[src/sv/bdws_pkg.sv]
// shared types, constants and blank classification for the word selector
package bdws_pkg;

  localparam int unsigned WordIndexBits = 16;
  localparam int unsigned WordNumBits   = 16;
  localparam int unsigned CmpBits       = (WordIndexBits > WordNumBits) ?
                                          WordIndexBits : WordNumBits;
  localparam int unsigned CpBits        = 21;
  localparam int unsigned QueueDepth    = 2;
  localparam int unsigned QueuePtrBits  = (QueueDepth > 1) ? $clog2(QueueDepth) : 1;
  localparam int unsigned QueueCntBits  = $clog2(QueueDepth + 1);

  localparam logic [WordNumBits-1:0] WordNumReset = WordNumBits'(1);

  localparam logic [CpBits-1:0] CpTab        = CpBits'(32'h0009);
  localparam logic [CpBits-1:0] CpCr         = CpBits'(32'h000d);
  localparam logic [CpBits-1:0] CpSpace      = CpBits'(32'h0020);
  localparam logic [CpBits-1:0] CpNel        = CpBits'(32'h0085);
  localparam logic [CpBits-1:0] CpNbsp       = CpBits'(32'h00a0);
  localparam logic [CpBits-1:0] CpOgham      = CpBits'(32'h1680);
  localparam logic [CpBits-1:0] CpEnQuad     = CpBits'(32'h2000);
  localparam logic [CpBits-1:0] CpHairSpace  = CpBits'(32'h200a);
  localparam logic [CpBits-1:0] CpLineSep    = CpBits'(32'h2028);
  localparam logic [CpBits-1:0] CpParaSep    = CpBits'(32'h2029);
  localparam logic [CpBits-1:0] CpNarrowNbsp = CpBits'(32'h202f);
  localparam logic [CpBits-1:0] CpMathSpace  = CpBits'(32'h205f);
  localparam logic [CpBits-1:0] CpIdeoSpace  = CpBits'(32'h3000);

  typedef struct packed {
    logic [CpBits-1:0] codepoint;
    logic              last_in_string;
  } in_t;

  typedef struct packed {
    logic [CpBits-1:0] out_codepoint;
    logic              selected;
    logic              blank;
    logic              end_of_string;
    logic              word_found;
  } out_t;

  // classified word handed from front to back
  typedef struct packed {
    logic [CpBits-1:0] codepoint;
    logic              last_in_string;
    logic              blank;
  } class_t;

  function automatic logic is_blank(input logic [CpBits-1:0] cp);
    return (cp >= CpTab && cp <= CpCr) || cp == CpSpace ||
           cp == CpNel || cp == CpNbsp || cp == CpOgham ||
           (cp >= CpEnQuad && cp <= CpHairSpace) ||
           cp == CpLineSep || cp == CpParaSep || cp == CpNarrowNbsp ||
           cp == CpMathSpace || cp == CpIdeoSpace;
  endfunction

endpackage

[src/sv/bdws_front.sv]
// front end: accepts input words and classifies blanks
module bdws_front (
  input  bdws_pkg::in_t    in_word_i,
  input  logic             push_i,
  input  logic             q_full_i,
  output logic             full_o,
  output logic             q_push_o,
  output bdws_pkg::class_t q_word_o
);
  import bdws_pkg::*;

  assign full_o   = q_full_i;
  assign q_push_o = push_i & ~q_full_i;

  always_comb begin
    q_word_o.codepoint      = in_word_i.codepoint;
    q_word_o.last_in_string = in_word_i.last_in_string;
    q_word_o.blank          = is_blank(in_word_i.codepoint);
  end

endmodule

[src/sv/bdws_queue.sv]
// short queue of classified words between front and back
module bdws_queue (
  input  logic             clk_i,
  input  logic             rst_ni,
  input  logic             push_i,
  input  bdws_pkg::class_t wdata_i,
  input  logic             pop_i,
  output bdws_pkg::class_t rdata_o,
  output logic             full_o,
  output logic             empty_o
);
  import bdws_pkg::*;

  class_t                  mem_q [QueueDepth];
  logic [QueuePtrBits-1:0] wptr_q, wptr_d, rptr_q, rptr_d;
  logic [QueueCntBits-1:0] cnt_q, cnt_d;
  logic                    do_push, do_pop;

  assign full_o  = (cnt_q == QueueCntBits'(QueueDepth));
  assign empty_o = (cnt_q == '0);
  assign do_push = push_i & ~full_o;
  assign do_pop  = pop_i & ~empty_o;
  assign rdata_o = mem_q[rptr_q];

  function automatic logic [QueuePtrBits-1:0] ptr_inc(input logic [QueuePtrBits-1:0] p);
    return (p == QueuePtrBits'(QueueDepth - 1)) ? '0 : p + 1'b1;
  endfunction

  always_comb begin
    wptr_d = do_push ? ptr_inc(wptr_q) : wptr_q;
    rptr_d = do_pop ? ptr_inc(rptr_q) : rptr_q;
    cnt_d  = cnt_q;
    if (do_push && !do_pop) begin
      cnt_d = cnt_q + 1'b1;
    end else if (do_pop && !do_push) begin
      cnt_d = cnt_q - 1'b1;
    end
  end

  always_ff @(posedge clk_i or negedge rst_ni) begin
    if (!rst_ni) begin
      wptr_q <= '0;
      rptr_q <= '0;
      cnt_q  <= '0;
    end else begin
      wptr_q <= wptr_d;
      rptr_q <= rptr_d;
      cnt_q  <= cnt_d;
    end
  end

  always_ff @(posedge clk_i) begin
    if (do_push) begin
      mem_q[wptr_q] <= wdata_i;
    end
  end

endmodule

[src/sv/bdws_back.sv]
// back end: word counting, selection and result register
module bdws_back (
  input  logic                             clk_i,
  input  logic                             rst_ni,
  input  logic [bdws_pkg::WordNumBits-1:0] word_number_i,
  input  bdws_pkg::class_t                 q_word_i,
  input  logic                             q_empty_i,
  output logic                             q_pop_o,
  output bdws_pkg::out_t                   out_word_o,
  output logic                             empty_o,
  input  logic                             pop_i
);
  import bdws_pkg::*;

  logic [WordIndexBits-1:0] words_seen_q, words_seen_d;
  logic                     inside_q, inside_d;
  logic                     target_q, target_d;
  logic                     marking_q, marking_d;
  logic                     out_valid_q, out_valid_d;
  out_t                     out_q, out_d;
  logic                     take, new_word, counted, match;
  logic [WordIndexBits-1:0] words_inc;

  // result slot frees up in the same cycle it is popped
  assign take    = ~q_empty_i & (~out_valid_q | pop_i);
  assign q_pop_o = take;

  assign new_word  = ~q_word_i.blank & ~inside_q;
  assign counted   = (words_seen_q != '1);
  assign words_inc = words_seen_q + 1'b1;
  assign match     = counted & ~target_q &
                     (CmpBits'(words_inc) == CmpBits'(word_number_i));

  always_comb begin
    words_seen_d = words_seen_q;
    inside_d     = inside_q;
    target_d     = target_q;
    marking_d    = marking_q;
    out_d        = out_q;
    out_valid_d  = out_valid_q & ~pop_i;
    if (take) begin
      out_valid_d = 1'b1;
      if (q_word_i.blank) begin
        inside_d  = 1'b0;
        marking_d = 1'b0;
      end else if (new_word) begin
        if (counted) begin
          words_seen_d = words_inc;
        end
        inside_d  = 1'b1;
        marking_d = match;
        if (match) begin
          target_d = 1'b1;
        end
      end
      out_d.out_codepoint = q_word_i.codepoint;
      out_d.blank         = q_word_i.blank;
      out_d.end_of_string = q_word_i.last_in_string;
      out_d.selected      = ~q_word_i.blank & (new_word ? match : marking_q);
      out_d.word_found    = q_word_i.last_in_string & target_d;
      if (q_word_i.last_in_string) begin
        words_seen_d = '0;
        inside_d     = 1'b0;
        target_d     = 1'b0;
        marking_d    = 1'b0;
      end
    end
  end

  always_ff @(posedge clk_i or negedge rst_ni) begin
    if (!rst_ni) begin
      words_seen_q <= '0;
      inside_q     <= 1'b0;
      target_q     <= 1'b0;
      marking_q    <= 1'b0;
      out_valid_q  <= 1'b0;
    end else begin
      words_seen_q <= words_seen_d;
      inside_q     <= inside_d;
      target_q     <= target_d;
      marking_q    <= marking_d;
      out_valid_q  <= out_valid_d;
    end
  end

  always_ff @(posedge clk_i) begin
    out_q <= out_d;
  end

  assign out_word_o = out_q;
  assign empty_o    = ~out_valid_q;

  // a selected codepoint is never a blank
  a_sel_not_blank : assert property (@(posedge clk_i) disable iff (!rst_ni)
    out_valid_q |-> !(out_q.selected && out_q.blank))
    else $error("selected blank codepoint");

  // found flag only on the end of string
  a_found_at_end : assert property (@(posedge clk_i) disable iff (!rst_ni)
    out_valid_q && out_q.word_found |-> out_q.end_of_string)
    else $error("word_found away from end of string");

  // scan state is cleared after the last codepoint
  a_clear_after_last : assert property (@(posedge clk_i) disable iff (!rst_ni)
    take && q_word_i.last_in_string |=>
      (words_seen_q == '0) && !inside_q && !target_q && !marking_q)
    else $error("scan state not cleared after end of string");

  // marking only within a word whose start was the target
  a_marking_target : assert property (@(posedge clk_i) disable iff (!rst_ni)
    marking_q |-> target_q && inside_q)
    else $error("marking outside the target word");

  // a stalled result holds
  a_result_holds : assert property (@(posedge clk_i) disable iff (!rst_ni)
    out_valid_q && !pop_i |=> out_valid_q && $stable(out_q))
    else $error("stalled result changed");

endmodule

[src/sv/blank_delimited_word_selector_core.sv]
// top level of the blank-delimited word selector
// Streams a string one codepoint per word (last codepoint flagged) and marks
// every codepoint of the blank-delimited word whose one-based number is held
// in the word_number register (reset value 1); the result for the last
// codepoint also says whether that word was present. Throughput is one word
// per cycle on both sides while the result side is not stalled; a pushed word
// passes two registers, the classification queue and then the result
// register, before it shows on the output. The front end classifies
// blanks and feeds a two-entry queue, so a stalled consumer does not stop
// input until that queue fills.
// word_number may only be written while the block holds no pending words.
module blank_delimited_word_selector_core (
  input  logic                             clk_i,
  input  logic                             rst_ni,
  // input queue side
  input  bdws_pkg::in_t                    in_word_i,
  input  logic                             push,
  output logic                             full,
  // result queue side
  output bdws_pkg::out_t                   out_word_o,
  output logic                             empty,
  input  logic                             pop,
  // configuration
  input  logic                             cfg_we_i,
  input  logic [bdws_pkg::WordNumBits-1:0] cfg_wdata_i
);
  import bdws_pkg::*;

  logic [WordNumBits-1:0] word_number_q;
  logic                   q_push, q_pop, q_full, q_empty;
  class_t                 q_wdata, q_rdata;

  // word number register, no read-back
  always_ff @(posedge clk_i or negedge rst_ni) begin
    if (!rst_ni) begin
      word_number_q <= WordNumReset;
    end else if (cfg_we_i) begin
      word_number_q <= cfg_wdata_i;
    end
  end

  // classify and accept
  bdws_front u_front (
    .in_word_i (in_word_i),
    .push_i    (push),
    .q_full_i  (q_full),
    .full_o    (full),
    .q_push_o  (q_push),
    .q_word_o  (q_wdata)
  );

  // decouples front and back
  bdws_queue u_queue (
    .clk_i   (clk_i),
    .rst_ni  (rst_ni),
    .push_i  (q_push),
    .wdata_i (q_wdata),
    .pop_i   (q_pop),
    .rdata_o (q_rdata),
    .full_o  (q_full),
    .empty_o (q_empty)
  );

  // word counting and result register
  bdws_back u_back (
    .clk_i         (clk_i),
    .rst_ni        (rst_ni),
    .word_number_i (word_number_q),
    .q_word_i      (q_rdata),
    .q_empty_i     (q_empty),
    .q_pop_o       (q_pop),
    .out_word_o    (out_word_o),
    .empty_o       (empty),
    .pop_i         (pop)
  );

endmodule
[config.mk]
export PLATFORM = sky130hd
export DESIGN_NAME = blank_delimited_word_selector_core
export DESIGN_NICKNAME = d
export VERILOG_FILES = /design/src/sv/bdws_pkg.sv /design/src/sv/bdws_front.sv /design/src/sv/bdws_queue.sv /design/src/sv/bdws_back.sv /design/src/sv/blank_delimited_word_selector_core.sv
export SDC_FILE = /design/constraint.sdc
export NUM_CORES = 1
export LEC_CHECK = 0
export BUFFER_PORTS_ARGS = -buffer_cell sky130_fd_sc_hd__buf_2
export CORE_ASPECT_RATIO = 0.75
export CORE_UTILIZATION = 51
export DETAILED_ROUTE_END_ITERATION = 8
export PLACE_DENSITY = 0.78
export SYNTH_ARGS = -nofsm -noshare
export SYNTH_HDL_FRONTEND = slang
export SYNTH_SLANG_ARGS = --single-unit
[constraint.sdc]
create_clock -name clk_i -period 3 [get_ports clk_i]
set_clock_uncertainty 0.15 [all_clocks]
set_input_delay 0.3 -clock clk_i [delete_from_list [all_inputs] [get_ports clk_i]]
set_output_delay 0.3 -clock clk_i [all_outputs]
set_load 0.03 [all_outputs]
==> results of run 1 <==
## metal layers
layer	wire (um)	GRT usage (%)
met2	4830	31.7
met3	684	5.22
met4	55	5.13
met5	0	0
met1	4970	30.9
## power by group through the flow
stage / Sequential [mW] / Clock (mW) / Combinational (mW)
floorplan: 2.54 / 0 / 0.758
global placement: 2.27 / 0 / 1.42
detailed placement: 2.29 / 0 / 1.45
CTS: 2.26 / 1.25 / 1.47
global route: 2.29 / 1.31 / 1.57
finish: 2.26 / 1.23 / 1.46
## Yosys cell counts (2+ instances only)
library cell,count
a2111oi_4,2
a21o_1,2
a21oi_1,9
a311oi_1,2
a31oi_1,3
and3_1,3
buf_2,3
buf_4,3
buf_6,6
clkbuf_1,4
dfrtp_1,39
edfxtp_1,71
ha_1,2
inv_1,11
mux2_2,36
nand2_1,16
nand2b_1,4
nand3_1,10
nand3_2,3
nand3b_1,3
nand4_1,6
nand4b_1,2
nor2_1,21
nor2b_1,6
nor3_1,7
nor4_1,4
o21a_1,2
o21ai_0,22
o21ai_1,4
o31ai_1,9
o41ai_1,3
or3_1,2
or3b_2,2
xnor2_1,16
xor2_1,10
## worst paths after layout
kind | startpoint | end | cells after the start
setup / recovery | u_back.words_seen_q[0] | u_back.out_word_o[0] | 7
hold / removal | in_word_i[20] | u_queue.mem_q[0][21] | 1
setup reg to reg | u_back.words_seen_q[0] | u_back.out_word_o[0] | 7
hold reg to reg | u_queue.wptr_q | u_queue.wptr_q | 1
max in group asynchronous | rst_ni | u_back.words_seen_q[7] | 2
min in group asynchronous | rst_ni | word_number_q[1] | 2
## registers in the layout (all words and copies together) (netlist names)
signal               count
u_back.out_word_o       25
u_back.target_q          1
u_queue.rptr_q           1
word_number_q           16
u_queue.cnt_q            2
u_back.out_valid_q       1
u_back.inside_q          1
u_back.words_seen_q     16
u_back.marking_q         1
u_queue.wptr_q           1
u_queue.mem_q           46
## cell type report
class	instances	area [sq um]
fillers	768	3760
flip-flops and latches	111	3130
multi-input cells	240	1820
repair buffers	83	468
clock buffers	9	225
well taps	132	165
clock inverters	7	87.6
inverters	12	45.0
## stage by stage
step / std cells / cell area, sq um / hold WS, ns
2_1_floorplan: 380 / 5110 / -0.146
5_1_grt: 594 / 5940 / 0.000403
6_report: 594 / 5940 / 0.0142
4_1_cts: 593 / 5930 / 0.000305
3_3_place_gp: 571 / 5560 / 0.325
3_5_place_dp: 571 / 5560 / 0.324
## cell usage in the layout (no fill, tap or decap), types with 9 or more instances in the layout
cell type | netlist | routed
a21oi_1 | 9 | 9
buf_2 | 3 | 69
clkbuf_16 | 0 | 9
dfrtp_1 | 39 | 39
edfxtp_1 | 71 | 71
inv_1 | 11 | 11
mux2_2 | 36 | 36
nand2_1 | 16 | 16
nand3_1 | 10 | 10
nor2_1 | 21 | 20
o21ai_0 | 22 | 22
o31ai_1 | 9 | 9
xnor2_1 | 16 | 16
xor2_1 | 10 | 10
## repair_timing
action | 4_1_cts | 5_1_grt
gates resized for setup | 0 | 1
hold buffers | 6 | 1
endpoints found under the hold margin | 48 | 2
setup endpoints to repair | 0 | 2
buffers inserted | 0 | 0
## cell families (layout without fill, tap and decap cells)
| kind of cell | after synthesis | after routing | synth area share, % |
|---|---|---|---|
| xor+xnor | 26 | 26 | 4.45 |
| compound gates | 72 | 72 | 10.2 |
| flops | 111 | 111 | 61.3 |
| fa+ha+maj | 2 | 2 | 0.489 |
| mux | 38 | 38 | 8.39 |
| simple gates | 102 | 102 | 11.9 |
| buf+inv | 29 | 111 | 3.30 |
==> key figures, run 1 <==
Clock tree
  • Clock transition at the registers of the reported paths: 0.07 ns
  • Number of clock sinks: 111
  • Num CTS Buffers: 9
  • TritonCTS clock tree: built
  • Worst-Skew Late Latency: 0.35 ns
  • Clock Path Buffers: 2
  • H-tree lvl count: 3
  • Clock Tree Root: clkbuf_16

STA
  • Final Hold Violating Endpoints: 0
  • Fmax: 370 MHz
  • Final setup TNS: 0 ns
  • Worst Slack Setup Final: 0.297 ns
  • Final Setup Violations: 0
  • Final max-slew violation count: 0
  • Worst-margin pin slew: 1.06 ns
  • Unrepaired setup endpoints after global routing: no
  • Final min period: 2.70 ns
  • Period utilization: 90.1%
  • Relative slew slack: 29.1%

Floorplanning
  • IO Count: 70
  • Starting Density: 52.7%
  • Core Region: 0.00970 sq mm
  • Die footprint: 0.0104 sq mm
  • Die Width: 118 um
  • Die H: 88.7 um
  • Num rows: 31

Setup path
  • Crit path cell chain: ha_2 -> xor2_1 -> a2111oi_1 -> nand2_1 -> a2111oi_4 -> nand4_2 -> o31ai_2
  • Crit path kind: register to register
  • Max FO, Critical Path: 9
  • Flop2flop setup slack: 0.30 ns
  • Worst Path Required: 3.04 ns
  • Slowest cell on crit path: dfrtp_1
  • Critical path's top delay family: compound AO/OA/AOI/OAI gates
  • Startpoint Class: register
  • Worst Path Arrival: 2.74 ns
  • Largest stage delay on the critical path: 0.53 ns
  • CP endpoint kind: register
  • WP buf/inv: 0

Power
  • Clock power share: 24.8%
  • Static Leak: 2.31 nW
  • Sw frac: 33.9%
  • Cell Pwr Density: 834 mW/mm^2
  • Final Total Pwr: 4.95 mW
  • Int Pwr: 3.27 mW
  • NetSw: 1.68 mW
  • Peak supply drop: 0.000662 V
  • Combinational group share of total power: 29.5%
  • Reg power frac: 45.6%

Place
  • Post-detail-place hpwl: 7340 um
  • Routability Congestion: 0.941
  • IO buf count: 69
  • Pre-CTS setup slack: 0.232 ns

Yosys
  • Number of synthesized flops with an enable pin: 71
  • Post-synth net total: 425
  • Post-synth design cell area: 0.00511 sq mm
  • Top cells by area, synth: edfxtp_1, dfrtp_1, mux2_2, xnor2_1, o21ai_0
  • #FFs+latches synth: 111
  • Synth Warn #: 0
  • Largest area contributor in the netlist: edfxtp_1
  • Share of the yosys chip area belonging to registers: 61.3%
  • Post-synth top flop: edfxtp_1
  • Mean Syn Cell Area: 13.5 sq um
  • Ys async rst share: 36.0%
  • Post-synth top area share: 41.7%
  • Cells after Synth: 380
  • Post-synthesis cell type count: 67

Layout
  • Antenna Cells: 0
  • Area grow syn2layout: 16.2%
  • Post-layout util: 61.3%
  • Nets: 502
  • Layout cells sized above 1: 33.1%

Drt
  • DR iter-0 viols: 237
  • Remaining antenna violation count: 0
  • Vias: 3386
  • Aggregate routed wire length: 10500 um
  • WL/cell: 17.7 um
  • DRC viols: 0
  • Drt pass-1 iters: 5
  • Via density: 5.70

Run status
  • Status: finished clean

Job
  • Max Cap Viol: 0

Min path
  • Min-Delay Path Class: input pin to register

Global route
  • GRT Resource Usage Total: 21.1%
  • Vias in the first global route: 3203
  • Pin count of the biggest net entering global routing: 41
  • Grt ovf: 0
  • Initial antenna violation count: 0
  • Global-route wire length before repair: 16700 um
(Power assumes the default switching activity.)
==> run 2, diff against run 1 <==
--- a/config.mk
+++ b/config.mk
@@ -9,6 +9,7 @@
 export CORE_ASPECT_RATIO = 0.75
 export CORE_UTILIZATION = 51
 export DETAILED_ROUTE_END_ITERATION = 8
+export MAX_ROUTING_LAYER = met4
 export PLACE_DENSITY = 0.78
 export SYNTH_ARGS = -nofsm -noshare
 export SYNTH_HDL_FRONTEND = slang
==> constraint.sdc (replaced) <==
create_clock -name clk_i -period 3 [get_ports clk_i]
set_clock_uncertainty 0.15 [all_clocks]
set_input_delay 0.45 -clock clk_i [delete_from_list [all_inputs] [get_ports clk_i]]
set_output_delay 0.45 -clock clk_i [all_outputs]
set_load 0.03 [all_outputs]
==> key figures, run 2 (same netlist as run 1, synthesis figures left out) <==
Run status
  • Status: finished clean

Power
  • Sw frac: 33.9%
  • Final Total Pwr: 4.95 mW
  • NetSw: 1.68 mW
  • Peak supply drop: 0.000536 V
  • Int Pwr: 3.27 mW
  • Static Leak: 2.28 nW
  • Clock power share: 24.8%
  • Combinational group share of total power: 29.7%
  • Cell Pwr Density: 842 mW/mm^2
  • Reg power frac: 45.5%

Layout
  • Commonest non-fill, non-tap cell in the layout: edfxtp_1
  • Fillers: 766
  • Layout cells sized above 1: 33.6%
  • Post-layout util: 60.6%
  • Most frequent cells in the layout: edfxtp_1, buf_2, dfrtp_1
  • Antenna Cells: 0
  • Largest register FFs: 46
  • Layout Cells excl Fill: 588
  • Top reg by flops: u_queue.mem_q
  • Final non-filler cell area: 0.00587 sq mm
  • Nets: 496
  • Area grow syn2layout: 14.9%

Floorplanning
  • Num rows: 31
  • Starting Density: 52.7%
  • Die footprint: 0.0104 sq mm
  • Die H: 88.7 um
  • IO Count: 70
  • Core Region: 0.00970 sq mm
  • Die Width: 118 um

Global route
  • Initial antenna violation count: 0
  • Vias in the first global route: 3202
  • Grt ovf: 0
  • Global-route wire length before repair: 16800 um
  • Met3 usage: 4.83%
  • Pin count of the biggest net entering global routing: 41
  • Met1 Track Usage GR: 31.6%
  • Met2 GRT Util: 31.3%
  • GRT Resource Usage Total: 22.0%
  • GR peak layer: met1

STA
  • Relative slew slack: 38.7%
  • Final Hold Violating Endpoints: 0
  • Worst Slack Setup Final: 0.206 ns
  • Final setup TNS: 0 ns
  • Worst-margin pin slew: 0.920 ns
  • Fmax: 358 MHz
  • Unrepaired setup endpoints after global routing: no
  • WHS: 0.0919 ns
  • Final max-slew violation count: 0
  • Period utilization: 93.1%
  • Final min period: 2.79 ns
  • Final Setup Violations: 0

Drt
  • Drt pass-1 iters: 5
  • Vias: 3330
  • Aggregate routed wire length: 10500 um
  • WL/cell: 17.9 um
  • Remaining antenna violation count: 0
  • DR iter-0 viols: 281
  • Via density: 5.66
  • DRC viols: 0

Clock tree
  • Number of clock sinks: 111
  • Clock transition at the registers of the reported paths: 0.07 ns
  • Worst-Skew Late Latency: 0.34 ns
  • Clock Tree Root: clkbuf_16
  • TritonCTS clock tree: built
  • Clock Path Buffers: 2
  • Postcts setup bufs: 0
  • Hold-fix buffers at CTS: 0
  • CTS resizes: 0
  • H-tree lvl count: 3
  • Num CTS Buffers: 9

Job
  • Max Cap Viol: 0

Setup path
  • Worst Path Required: 3.03 ns
  • CP endpoint kind: register
  • Max FO, Critical Path: 11
  • Startpoint Class: register
  • Crit path kind: register to register
  • Worst Path Arrival: 2.82 ns

Place
  • Placed Area: 0.00556 sq mm
  • Post-detail-place hpwl: 7490 um
  • Inst Count DP: 572
  • Pre-CTS setup slack: 0.244 ns
  • IO buf count: 69
  • Routability Congestion: 0.935

Min path
  • Min-Delay Path Class: input pin to asynchronous set/reset pin
==> run 2: cell count changes in the layout (fill, tap and decap cells not counted) <==
cell	change
dlygate4sd3_1	-7
clkinv_4	-2
buf_4	+1
clkinvlp_4	+1
ha_1	+1
ha_2	-1
inv_6	+1
==> run 2: worst paths after layout <==
kind | start | endpoint | slack [ns] | cells after the start
setup reg to reg | u_back.words_seen_q[0] | u_back.out_word_o[0] | 0.21 | 7
hold / removal | rst_ni | word_number_q[5] | 0.09 | 1
hold reg to reg | u_queue.wptr_q | u_queue.wptr_q | 0.37 | 1
min in group clk_i | in_word_i[0] | u_queue.mem_q[1][1] | 0.15 | 1
setup / recovery | u_back.words_seen_q[0] | u_back.out_word_o[0] | 0.21 | 7
max in group asynchronous | rst_ni | u_queue.rptr_q | 2.04 | 1
==> run 2: power by group through the flow <==
| stage | registers (mW) | clock network, mW | logic, mW |
|---|---|---|---|
| 2_1_floorplan | 2.54 | 0 | 0.758 |
| 4_1_cts | 2.26 | 1.26 | 1.48 |
| 5_1_grt | 2.29 | 1.33 | 1.58 |
| 6_report | 2.25 | 1.23 | 1.47 |
| 3_5_place_dp | 2.29 | 0 | 1.47 |
| 3_3_place_gp | 2.26 | 0 | 1.43 |
==> run 2: layout make-up <==
type	instances	area, sq um	share of cell area, %
well taps	132	165	2.81
inverters	12	45.0	0.767
flip-flops and latches	111	3130	53.4
clock inverters	7	86.3	1.47
repair buffers	77	405	6.90
clock buffers	9	225	3.83
multi-input cells	240	1810	30.9
==> run 2: worst max-delay path, cell delays in order, from the launching register on <==
cell and delay [ns]:
dfrtp_1 0.52, ha_1 0.44, nand2b_1 0.15, o211ai_1 0.18
or3b_1 0.41, a2111oi_4 0.37, nand4_2 0.20, o31ai_2 0.21
==> run 2: routing by layer <==
metal | share of wire [%] | vias up
met2 | 45 | 125
met5 | 0 | -
li1 | - | 1573
met3 | 6.7 | 12
met1 | 47 | 1620
met4 | 0.91 | 0
==> run 3, diff against run 2 <==
--- a/config.mk
+++ b/config.mk
@@ -9,6 +9,7 @@
 export CORE_ASPECT_RATIO = 0.75
 export CORE_UTILIZATION = 51
 export DETAILED_ROUTE_END_ITERATION = 8
+export GPL_TIMING_DRIVEN = 0
 export MAX_ROUTING_LAYER = met4
 export PLACE_DENSITY = 0.78
 export SYNTH_ARGS = -nofsm -noshare
==> key figures, run 3 (same netlist as run 1, synthesis figures left out) <==
Drt
  • Aggregate routed wire length: 10800 um
  • Drt pass-1 iters: 4
  • Remaining antenna violation count: 0
  • Vias: 3419
  • Via density: 5.73
  • DRC viols: 0
  • WL/cell: 18.0 um
  • DR iter-0 viols: 250

Clock tree
  • Worst-Skew Late Latency: 0.35 ns
  • H-tree lvl count: 3
  • Clock transition at the registers of the reported paths: 0.08 ns
  • TritonCTS clock tree: built
  • CTS resizes: 0
  • Num CTS Buffers: 9
  • Postcts setup bufs: 0
  • Clock Tree Root: clkbuf_16
  • Hold-fix buffers at CTS: 0
  • Number of clock sinks: 111
  • Clock Path Buffers: 2

Global route
  • Grt ovf: 0
  • Vias in the first global route: 3166
  • GRT Resource Usage Total: 22.2%
  • Initial antenna violation count: 0
  • Pin count of the biggest net entering global routing: 41
  • Global-route wire length before repair: 16800 um

Floorplanning
  • Num rows: 31
  • Die Width: 118 um
  • IO Count: 70
  • Die H: 88.7 um
  • Die footprint: 0.0104 sq mm
  • Core Region: 0.00970 sq mm
  • Starting Density: 52.7%

Setup path
  • Max FO, Critical Path: 10
  • CP endpoint kind: register
  • Worst Path Required: 3.03 ns
  • Crit path kind: register to register
  • Reg2reg start: u_back.words_seen_q[1]
  • R2R Path End: u_back.out_word_o[0]
  • Flop2flop setup slack: 0.18 ns
  • R2R cell count: 8
  • Worst Path Arrival: 2.85 ns
  • Startpoint Class: register

STA
  • Fmax: 355 MHz
  • Final Setup Violations: 0
  • WHS: 0.0783 ns
  • Period utilization: 93.8%
  • Worst-margin pin slew: 1.22 ns
  • Final max-slew violation count: 0
  • Unrepaired setup endpoints after global routing: no
  • Relative slew slack: 18.8%
  • Final Hold Violating Endpoints: 0
  • Final min period: 2.82 ns
  • Final setup TNS: 0 ns

Job
  • Max Cap Viol: 0

Layout
  • Largest register FFs: 46
  • Nets: 505
  • Layout cells sized above 1: 33.8%
  • Most frequent cells in the layout: buf_2, edfxtp_1, dfrtp_1
  • Antenna Cells: 0
  • Final non-filler cell area: 0.00595 sq mm
  • Layout Cells excl Fill: 597
  • Top reg by flops: u_queue.mem_q
  • Area grow syn2layout: 16.3%

Power
  • Peak supply drop: 0.000511 V
  • Cell Pwr Density: 833 mW/mm^2
  • Final Total Pwr: 4.95 mW
  • Static Leak: 2.32 nW

Place
  • Routability Congestion: 0.920
  • Inst Count DP: 581
  • IO buf count: 68
  • Placed Area: 0.00564 sq mm
  • Post-detail-place hpwl: 7690 um

Run status
  • Status: finished clean

Min path
  • Min-Delay Path Class: input pin to asynchronous set/reset pin
run 3: cell types whose count changed in the layout (fill, tap and decap cells not counted), sizes merged:
| cell | previous run | this run |
|---|---|---|
| buf | 77 | 82 |
| clkbuf | 9 | 13 |
run 3: per-layer routing:
| layer | global-route usage [%] | vias to the layer above | part of all wire (%) |
|---|---|---|---|
| li1 | - | 1591 | - |
| met1 | 31.1 | 1665 | 47 |
| met2 | 32.1 | 151 | 44 |
| met3 | 4.57 | 12 | 7.1 |
| met4 | 7.58 | 0 | 1.3 |
| met5 | - | - | 0 |
run 3: final cells by class:
type,count,area [sq um]
buffer,17,124
clock buffer,9,225
clock inverter,7,86.3
fill,783,3750
inverter,12,45.0
multi-input combinational,240,1810
sequential,111,3130
tap,132,165
timing repair buffer,69,355
run 3: through the flow:
stage	setup WS [ns]	utilization, %
after floorplan	0.598	-
after global placement	0.138	57.9
after detailed placement	0.282	58.1
after CTS	0.282	61.3
after global routing	0.0531	61.3
final	0.185	61.3
run 3: where the power goes:
| group | switching, mW | internal, mW | leakage [nW] |
|---|---|---|---|
| Sequential | 0.145 | 2.10 | 1.18 |
| Combinational | 0.961 | 0.503 | 0.990 |
| Clock | 0.578 | 0.667 | 0.150 |
run 3: worst max-delay path by stage:
stage	startpoint	end	slack (ns)
floorplan	u_back.words_seen_q[1]	u_back.out_word_o[0]	0.60
global placement	u_queue.cnt_q[0]	u_queue.mem_q[0][21]	0.14
detailed placement	u_back.words_seen_q[1]	u_back.out_word_o[0]	0.28
CTS	u_back.words_seen_q[1]	u_back.out_word_o[0]	0.28
global route	u_back.words_seen_q[1]	u_back.out_word_o[0]	0.05
finish	u_back.words_seen_q[1]	u_back.out_word_o[0]	0.18
run 3: worst max-delay path, cell delays in order (launching register included):
cell	delay, ns
dfrtp_1	0.51
ha_1	0.25
buf_6	0.15
inv_1	0.06
a2111oi_0	0.63
o32ai_1	0.23
a2111oi_4	0.27
nand4_2	0.20
o31ai_2	0.21
